## src/hdl/assert_macros.svh

```systemverilog
// ----------------------------------------------------------------------------
// assert_macros.svh
// Assertion macros shared by the kd-tree lookup RTL.
// ----------------------------------------------------------------------------
`ifndef ASSERT_MACROS_SVH
`define ASSERT_MACROS_SVH

// Check a property on every rising clock edge, quiet while reset is asserted.
`define KDT_ASSERT(label, clk, rst_n, prop, msg) \
  label: assert property (@(posedge clk) disable iff (!rst_n) (prop)) else $error(msg);

// Check a property on every rising clock edge, reset included.
`define KDT_ASSERT_ALWAYS(label, clk, prop, msg) \
  label: assert property (@(posedge clk) (prop)) else $error(msg);

`endif

```

## src/hdl/kdt_ram.sv

```systemverilog
// ----------------------------------------------------------------------------
// kdt_ram
// Generic single-clock RAM, one write port and one registered read port.
// ----------------------------------------------------------------------------
module kdt_ram #(
  parameter int Width = 8,
  parameter int Depth = 16
) (
  input  logic                     clk_i,
  input  logic                     wr_en_i,
  input  logic [$clog2(Depth)-1:0] wr_addr_i,
  input  logic [Width-1:0]         wr_data_i,
  input  logic                     rd_en_i,
  input  logic [$clog2(Depth)-1:0] rd_addr_i,
  output logic [Width-1:0]         rd_data_o
);

  logic [Width-1:0] mem_q [Depth];
  logic [Width-1:0] rd_data_q;

  // Store write data
  always_ff @(posedge clk_i) begin
    if (wr_en_i) begin
      mem_q[wr_addr_i] <= wr_data_i;
    end
  end

  // Register read data
  always_ff @(posedge clk_i) begin
    if (rd_en_i) begin
      rd_data_q <= mem_q[rd_addr_i];
    end
  end

  assign rd_data_o = rd_data_q;

endmodule

```

## config.mk

```make
export PLATFORM = sky130hd
export DESIGN_NAME = kdt_ram
export DESIGN_NICKNAME = d
export VERILOG_FILES = /design/src/hdl/assert_macros.svh /design/src/hdl/kdt_ram.sv
export SDC_FILE = /design/constraint.sdc
export NUM_CORES = 1
export LEC_CHECK = 0
export BUFFER_PORTS_ARGS = -buffer_cell sky130_fd_sc_hd__buf_2
export CORE_ASPECT_RATIO = 1.2
export CORE_UTILIZATION = 65
export DETAILED_ROUTE_END_ITERATION = 6
export PLACE_DENSITY = 0.81
export SLEW_MARGIN = 30
export SYNTH_ARGS = -nofsm -noshare
export SYNTH_HDL_FRONTEND = slang
export SYNTH_SLANG_ARGS = --single-unit
```

## constraint.sdc

```tcl
create_clock -name clk_i -period 2.4 [get_ports clk_i]
set_input_delay 0.24 -clock clk_i [delete_from_list [all_inputs] [get_ports clk_i]]
set_output_delay 0.24 -clock clk_i [all_outputs]
set_load 0.01 [all_outputs]
```

==> impl_metrics.tcl, run 1 <==
set metrics [dict create \
    setup_ws_ns 0.864 \
    synth_cell_types 18 \
    insertion_delay_ns 0.53 \
    path_cells "mux4_1 -> a22oi_1 -> nand2_1" \
    nets 302 \
    num_antenna_cells 0 \
    worstPathRequired_ns 2.67 \
    netSwitchingFraction_pct 20.1 \
    outcome "complete, but fails checks" \
    yosysTopAreaCellShare_pct 78.1 \
    cpPeakStageDelay_ns 0.51 \
    violations "DRC" \
    crit_slowest_cell "mux4_1" \
    cts-resized-gates 0 \
    drt_iter0_drc 272 \
    clkPwrFrac_pct 44.4 \
    ys_warn_count 0 \
    p_leak_uw 0.00208 \
    worstPathBufferInverterCount 0 \
    cp.arrival_ns 1.80 \
    ys_ff_latch 136 \
    grt_pass1_wl_um 16100 \
    min-delay-path-class "in2reg" \
    antenna_left 0 \
    final_hold_viol_count 0 \
    grt_pass1_vias 2736 \
    fmax_mhz 651 \
    initial_core_util_pct 67.4 \
    finClkSkew_ns 0.00625 \
    combPwrFrac_pct 4.7 \
    cp_top_family "multiplexers" \
    synth-seq-area-share_pct 78.1 \
    wl_per_cell_um 27.9 \
    postCtsSetupBuffers 0 \
    dr.pass1.iters 6 \
    critPathKind "reg2reg" \
    setup_viol 0 \
    yosys.area.top_type "edfxtp_1" \
    max_cap_violations 0 \
    via_count 2590 \
    cts.sinks 136 \
    ioPinCount 27 \
    grtUsageTotal_pct 28.9 \
    async_reset_ff_share_pct 0 \
    design.core.area_um2 7750 \
    power.density_nw_per_um2 870 \
    cts_tree "built" \
    setup_tns_ns 0 \
    synth_area_leaders "edfxtp_1, mux4_2, mux4_1, a22oi_1, nor2_1" \
    n_fill_cell 373 \
    cp_max_fo 1 \
    whs_ns 0.0913 \
    yosysMostFrequentCell "edfxtp_1" \
    dp_slack_ns 0.543 \
    die-area_um2 8410 \
    critPathCaptureType "flop" \
    die_x_um 83.9 \
    postSynthCellCount 229 \
    drive_gt1_share_pct 30.5 \
    clockBufferDepth 2 \
    row_count 35 \
    synth_nets 248 \
    routed_wl_um 10800 \
    die_y_um 100 \
    slew-limit-headroom_pct 45.2 \
    synth_flop_cell "edfxtp_1" \
    antenna_found_initial 0 \
    final_util_pct 78.5 \
    synth_edf_count 136 \
    finalMaxSlewViolations 0 \
    overflow 0 \
    globalplace.congestion 0.769 \
    ys_top_cells_by_count "edfxtp_1, mux4_2, a22oi_1" \
    setup.worst_path.start_class "flop" \
    worst_slew_pin_slew_ns 0.819 \
    drc_errors 6 \
    period_share_pct 64.0 \
    netlist_area_um2 5230 \
    rsz0062_at_grt "false" \
    cts_max_level 4 \
    synth_area_per_cell_um2 22.8 \
    power_frac_seq_pct 50.9 \
    dp_hpwl_um 6050 \
    irDropWorstVdd_mv 0.784 \
    io_buffers 26 \
    min_period_ns 1.54 \
    cts_root_buf "clkbuf_8" \
    hold_buffers 0 \
    grt_max_degree 33 \
    cts_buffers 17 \
    synthToLayoutAreaGrowth_pct 16.4 \
    viasPerCell 6.69 \
    intPower_uw 4230 \
    power.switching_uw 1060 \
    clkTransAtPathRegs_ns 0.06 \
]
-- per-layer routing --
| layer | part of all wire (%) | global-route usage (%) | up-vias |
|---|---|---|---|
| li1 | - | - | 1089 |
| met1 | 39 | 37.7 | 1308 |
| met2 | 51 | 45.3 | 164 |
| met3 | 7.1 | 8.80 | 29 |
| met4 | 3.5 | 14.3 | 0 |
| met5 | 0 | 0 | - |
-- power groups by stage --
| stage | clock network [µW] | logic (µW) | registers, µW |
|---|---|---|---|
| after global routing | 2450 | 265 | 2700 |
| after CTS | 2360 | 250 | 2700 |
| final | 2350 | 248 | 2690 |
| after global placement | 0 | 236 | 2740 |
| after floorplan | 0 | 135 | 2740 |
| after detailed placement | 0 | 244 | 2740 |
-- area by class of cell --
cell class                 instances  area (µm²)  area share [%]
timing repair buffer              45         298            4.89
multi-input combinational         83        1060            17.4
clock buffer                      20         425            6.99
tap                               92         115            1.89
clock inverter                    11         108            1.77
sequential                       136        4080            67.1
-- worst register-to-register path, delay by kind of cell (launching register included) --
family | cells | cell delay [ns]
AO/OA/AOI/OAI | 1 | 0.32
AND/OR/NAND/NOR | 1 | 0.09
flip-flops | 1 | 0.36
multiplexers | 1 | 0.51
-- registers in the layout, indices dropped and copies added, names as in the netlist --
name / cells
mem_q: 128
rd_data_o: 8
-- placed cells by master (no fill, tap or decap), types with 2 or more instances in the layout --
master and n:
nand2b_1 2, nand3b_1 2, nor3_1 4, clkbuf_16 16, clkinv_2 5, bufinv_16 2
edfxtp_1 136, buf_12 2, nor2_1 13, nand2_1 9, mux4_1 14, clkbuf_1 3
buf_4 17, a22oi_1 16, buf_2 26, clkinvlp_4 2, mux4_2 18, clkinv_1 2
-- stage by stage --
| stage | power (µW) | instances | instance area [µm²] |
|---|---|---|---|
| 2_1_floorplan | 2880 | 229 | 5230 |
| 3_3_place_gp | 2970 | 356 | 5550 |
| 3_5_place_dp | 2990 | 356 | 5550 |
| 4_1_cts | 5310 | 387 | 6090 |
| 5_1_grt | 5410 | 387 | 6090 |
| 6_report | 5290 | 387 | 6090 |
-- final timing paths --
kind	startpoint	end	slack [ns]	depth (start not counted)
max	mem_q[9][1]	rd_data_o[1]	0.86	3
min	rd_en_i	rd_data_o[3]	0.09	1
max reg2reg	mem_q[9][1]	rd_data_o[1]	0.86	3
min reg2reg	mem_q[13][4]	rd_data_o[4]	0.75	3
-- cells by family after synthesis --
family	synth area share [%]
AO/OA/AOI/OAI	2.30
buffers and inverters	1.65
flip-flops	78.1
multiplexers	14.8
AND/OR/NAND/NOR	3.14
Power figures use the tool's default switching activity.
==> run 2: changes to the inputs <==
Settings changed: CORE_UTILIZATION 65 to 54, PLACE_DENSITY 0.81 to 0.71.
Clock period 2.4 ns to 1.4 ns, I/O delays scaled along.
==> run 2 against run 1 <==
The run ends with setup timing left. Die area increased by 20%. Clock skew increased by 0.0058 ns. Final cell count increased by 13%. Design area increased by 5.9%. Via count decreased by 0.19%. Hold slack got worse by 0.075 ns. Largest power group is now the clock network. Largest cell class unchanged. Non-clock buffer count increased by 20. Sequential power increased by 72%. Clock power increased by 110%.
==> impl_metrics.tcl, run 2 (synthesized netlist as in run 1, its figures left out) <==
set metrics [dict create \
    outcome "complete, but fails checks" \
    violations "setup timing" \
    synthToLayoutAreaGrowth_pct 23.3 \
    max_cap_violations 0 \
    intPower_uw 8040 \
    combPwrFrac_pct 4.9 \
    initial_core_util_pct 56.7 \
    min-delay-path-class "in2reg" \
    cpPeakStageDelay_ns 0.50 \
    n_fill_cell 607 \
    drive_gt1_share_pct 38.6 \
    largest_reg_flops 128 \
    crit_slowest_cell "mux4_2" \
    clockBufferDepth 2 \
    dr.pass1.iters 5 \
    critPathKind "reg2reg" \
    overflow 0 \
    worstPathBufferInverterCount 0 \
    grt_pass1_wl_um 15800 \
    nets 322 \
    min_from "wr_data_i[1]" \
    power.density_nw_per_um2 1540 \
    critPathCaptureType "flop" \
    die-area_um2 10100 \
    path_cells "mux4_2 -> a22oi_2 -> nand2_1" \
    cts_buffers 17 \
    regMostFlops "mem_q" \
    r2r_start "mem_q[1][5]" \
    final_hold_viol_count 0 \
    layout_commonest_cell "edfxtp_1" \
    grtUsageTotal_pct 23.2 \
    dp_slack_ns -0.336 \
    viasPerCell 5.93 \
    routed_wl_um 10500 \
    startpoint "mem_q[1][5]" \
    fmax_mhz 686 \
    die_y_um 110 \
    dp_hpwl_um 6460 \
    drc_errors 0 \
    clkPwrFrac_pct 48.6 \
    cp_top_family "multiplexers" \
    grt_max_degree 20 \
    setup_tns_ns -0.0794 \
    worst_slew_pin_slew_ns 0.939 \
    dpl_cell_area_um2 5700 \
    via_count 2585 \
    setup_ws_ns -0.0586 \
    wl_per_cell_um 24.1 \
    grt_pass1_vias 2722 \
    netSwitchingFraction_pct 19.0 \
    min_period_ns 1.46 \
    final_cell_mix "edfxtp_1, buf_4, buf_2, mux4_2, clkbuf_16" \
    insertion_delay_ns 0.52 \
    power_frac_seq_pct 46.5 \
    cts_max_level 4 \
    worstPathRequired_ns 1.66 \
    cts_tree "built" \
    cp.arrival_ns 1.72 \
    power.switching_uw 1890 \
    fin_area_um2 6440 \
    p_leak_uw 0.00220 \
    setup.worst_path.start_class "flop" \
    postCtsSetupBuffers 0 \
    drt_iter0_drc 230 \
    cp_max_fo 1 \
    globalplace.congestion 0.843 \
    antenna_found_initial 0 \
    antenna_left 0 \
    io_buffers 26 \
    cts_root_buf "clkbuf_8" \
    finClkSkew_ns 0.0120 \
    rsz0062_at_grt "true" \
    ioPinCount 27 \
    slew-limit-headroom_pct 37.2 \
    period_share_pct 104 \
    num_antenna_cells 0 \
    finalMaxSlewViolations 0 \
    clkTransAtPathRegs_ns 0.06 \
    die_x_um 91.8 \
    design.core.area_um2 9220 \
    setup_viol 4 \
    row_count 38 \
    irDropWorstVdd_mv 0.995 \
    cts.sinks 136 \
]
==> run 2: changes by cell type in the layout (fill, tap and decap cells not counted), moves of 2 or more <==
cell,change
buf_4,+12
a22oi_1,-9
a22oi_2,+9
dlygate4sd3_1,+7
mux4_1,-6
mux4_2,+6
bufinv_16,+4
clkinv_2,-3
clkbuf_1,-2
==> run 2: final timing paths <==
check | end | slack [ns] | depth (start not counted)
max | rd_data_o[5] | -0.06 | 3
min | mem_q[12][1] | 0.02 | 1
max reg2reg | rd_data_o[5] | -0.06 | 3
min reg2reg | rd_data_o[2] | 0.74 | 3
==> run 2: layout make-up <==
class	instances	area, µm²	area share [%]
clock inverter	14	229	3.55
sequential	136	4080	63.4
multi-input combinational	83	1080	16.8
timing repair buffer	65	478	7.42
clock buffer	18	418	6.49
tap	120	150	2.33
==> run 2: per-stage QoR <==
stage	hold WS [ns]	cells	total power, µW	utilization [%]
3_3_place_gp	0.519	397	5130	61.8
4_1_cts	0.000413	436	9970	69.6
6_report	0.0161	436	9930	69.9
3_5_place_dp	0.531	397	5150	61.8
2_1_floorplan	0.239	229	4930	-
5_1_grt	0.00148	436	10200	69.9
==> run 2: timing repair <==
| action | CTS | global route |
|---|---|---|
| hold endpoints to repair | 68 | 0 |
| hold buffers | 7 | 0 |
| setup endpoints to repair | 7 | 8 |
| pin swaps | 2 | 6 |
| resized for setup | 5 | 10 |
==> run 2: worst reg2reg max path, stage by stage (launching register included) <==
cell and delay [ns]:
edfxtp_1 0.43, mux4_2 0.51, a22oi_2 0.20, nand2_1 0.07
==> run 2: power by group through the flow <==
stage               Sequential [µW]  Clock [µW]  Combinational, µW
finish                         4620        4830                486
global route                   4620        5060                526
floorplan                      4700           0                235
CTS                            4620        4880                475
global placement               4690           0                438
detailed placement             4700           0                447
==> run 2: metal layers <==
metal	up-vias	GRT usage (%)	wire (µm)	part of all wire [%]
met5	-	0	0	0
met4	0	10.4	216	2.1
met3	17	6.29	641	6.1
met2	115	37.3	5220	50
met1	1328	30.2	4410	42
li1	1125	-	-	-
==> run 3: changes to the inputs <==
Settings changed: CORE_UTILIZATION 54 to 60, CTS_CLUSTER_SIZE set to 40, PLACE_DENSITY 0.71 to 0.76.
Clock period 1.4 ns to 1.5 ns, I/O delays scaled along.
==> run 3 against run 2 <==
Hold slack improved by 0.0064 ns. The run now ends clean. Via count fell by 2.2%. Clock-buffer cell count rose by 5. Utilization grew 4.7 points. Combinational power decreased by 11%. Critical endpoint is now rd_data_o[3]. Power shrank 19%. Non-clock buffer count shrank 7. Wire length fell by 8.8%. Critical path type unchanged. Clock power decreased by 32%.
==> impl_metrics.tcl, run 3 (synthesized netlist as in run 1, its figures left out) <==
set metrics [dict create \
    setup_viol 0 \
    fmax_mhz 679 \
    n_fill_cell 514 \
    antenna_found_initial 0 \
    wl_per_cell_um 22.7 \
    netSwitchingFraction_pct 19.7 \
    power.switching_uw 1580 \
    cts_tree "built" \
    viasPerCell 6.00 \
    dp_hpwl_um 6210 \
    worst_slew_pin_slew_ns 0.455 \
    cpPeakStageDelay_ns 0.50 \
    path_cells "mux4_2 -> a22oi_2 -> nand2_1" \
    cp.arrival_ns 1.71 \
    via_count 2527 \
    clkTransAtPathRegs_ns 0.05 \
    die_x_um 87.2 \
    design.core.area_um2 8290 \
    outcome "complete, no violations" \
    postCtsSetupBuffers 0 \
    io_buffers 26 \
    cts_root_buf "clkbuf_8" \
    ioPinCount 27 \
    grtUsageMet2_pct 38.5 \
    layout_commonest_cell "edfxtp_1" \
    drc_errors 0 \
    drt_iter0_drc 191 \
    grt_max_degree 22 \
    worstPathRequired_ns 1.74 \
    combPwrFrac_pct 5.4 \
    grtUsageTotal_pct 23.7 \
    initial_core_util_pct 63.1 \
    num_antenna_cells 0 \
    worstPathBufferInverterCount 0 \
    min-delay-path-class "in2reg" \
    clkPwrFrac_pct 41.0 \
    slew-limit-headroom_pct 69.7 \
    largest_reg_flops 128 \
    overflow 0 \
    grt_pass1_vias 2618 \
    critPathKind "reg2reg" \
    setup.worst_path.start_class "flop" \
    irDropWorstVdd_mv 1.03 \
    synthToLayoutAreaGrowth_pct 18.3 \
    cp_max_fo 1 \
    busiest_layer "met2" \
    max_cap_violations 0 \
    nets 315 \
    regMostFlops "mem_q" \
    power.density_nw_per_um2 1300 \
    dp.cells 390 \
    cts_buffers 17 \
    dr.pass1.iters 5 \
    grt_pass1_wl_um 14700 \
    finalMaxSlewViolations 0 \
    die-area_um2 9090 \
    crit_slowest_cell "mux4_2" \
    critPathCaptureType "flop" \
    gr-usage-met3_pct 6.75 \
    antenna_left 0 \
    global_route.usage.met1_pct 31.1 \
    min_period_ns 1.47 \
    cts.sinks 136 \
    final_hold_viol_count 0 \
    p_leak_uw 0.00211 \
    whs_ns 0.0225 \
    fin_cells 421 \
    drive_gt1_share_pct 35.5 \
    insertion_delay_ns 0.51 \
    finClkSkew_ns 0.00626 \
    clockBufferDepth 2 \
    routed_wl_um 9570 \
    row_count 36 \
    power_frac_seq_pct 53.6 \
    cp_top_family "multiplexers" \
    die_y_um 104 \
    globalplace.congestion 0.758 \
    intPower_uw 6450 \
    cts_max_level 4 \
    period_share_pct 98.1 \
    final_cell_mix "edfxtp_1, buf_4, buf_2, mux4_2, clkbuf_16" \
]
==> run 3: changes by cell type in the layout (fill, tap and decap cells not counted), moves of 2 or more <==
| cell | before | now |
|---|---|---|
| mux4_2 | 24 | 21 |
| bufinv_16 | 6 | 0 |
| mux4_1 | 8 | 11 |
| clkinv_2 | 2 | 4 |
| clkinvlp_4 | 3 | 0 |
| dlygate4sd3_1 | 7 | 1 |
| clkbuf_1 | 1 | 6 |
==> run 3: final timing paths <==
path,endpoint,slack [ns],cells after the start,start
worst max register to register,rd_data_o[3],0.03,3,mem_q[11][3]
worst max-delay path,rd_data_o[3],0.03,3,mem_q[11][3]
worst min register to register,rd_data_o[6],0.75,3,mem_q[14][6]
worst min-delay path,mem_q[4][2],0.02,1,wr_data_i[2]
==> run 3: final cells by class <==
class / count / area (µm²) / area share, %
multi-input cells: 83 / 1090 / 17.6
clock buffers: 23 / 437 / 7.06
well taps: 114 / 143 / 2.31
repair buffers: 58 / 398 / 6.43
flip-flops and latches: 136 / 4080 / 66.0
clock inverters: 7 / 31.3 / 0.506
==> run 3: power groups by stage <==
stage	clock [µW]	sequential, µW	combinational, µW
after floorplan	0	4390	216
after detailed placement	0	4390	409
after global placement	0	4380	395
after CTS	3340	4310	417
after global routing	3520	4310	466
final	3290	4310	432
==> run 3: per-stage QoR <==
step	instance area (µm²)	setup WS [ns]	TNS, ns	power (µW)	util [%]
after floorplan	5230	0.0676	0	4600	-
after global placement	5680	-0.174	-0.930	4780	68.5
after detailed placement	5680	-0.166	-1.00	4800	68.5
after CTS	6150	0.0128	0	8070	74.3
after global routing	6180	-0.0161	-0.0161	8300	74.6
final	6180	0.0278	0	8040	74.6
==> run 3: timing repair <==
| action | in CTS | in global routing |
|---|---|---|
| setup endpoints to repair | 0 | 6 |
| gates resized for setup | 0 | 11 |
| hold buffers | 1 | 0 |
| hold endpoints to repair | 5 | 0 |
==> run 3: layer usage <==
| layer | vias up | wire (µm) |
|---|---|---|
| li1 | 1108 | - |
| met1 | 1294 | 3770 |
| met2 | 113 | 5030 |
| met3 | 12 | 593 |
| met4 | 0 | 168 |
| met5 | - | 0 |
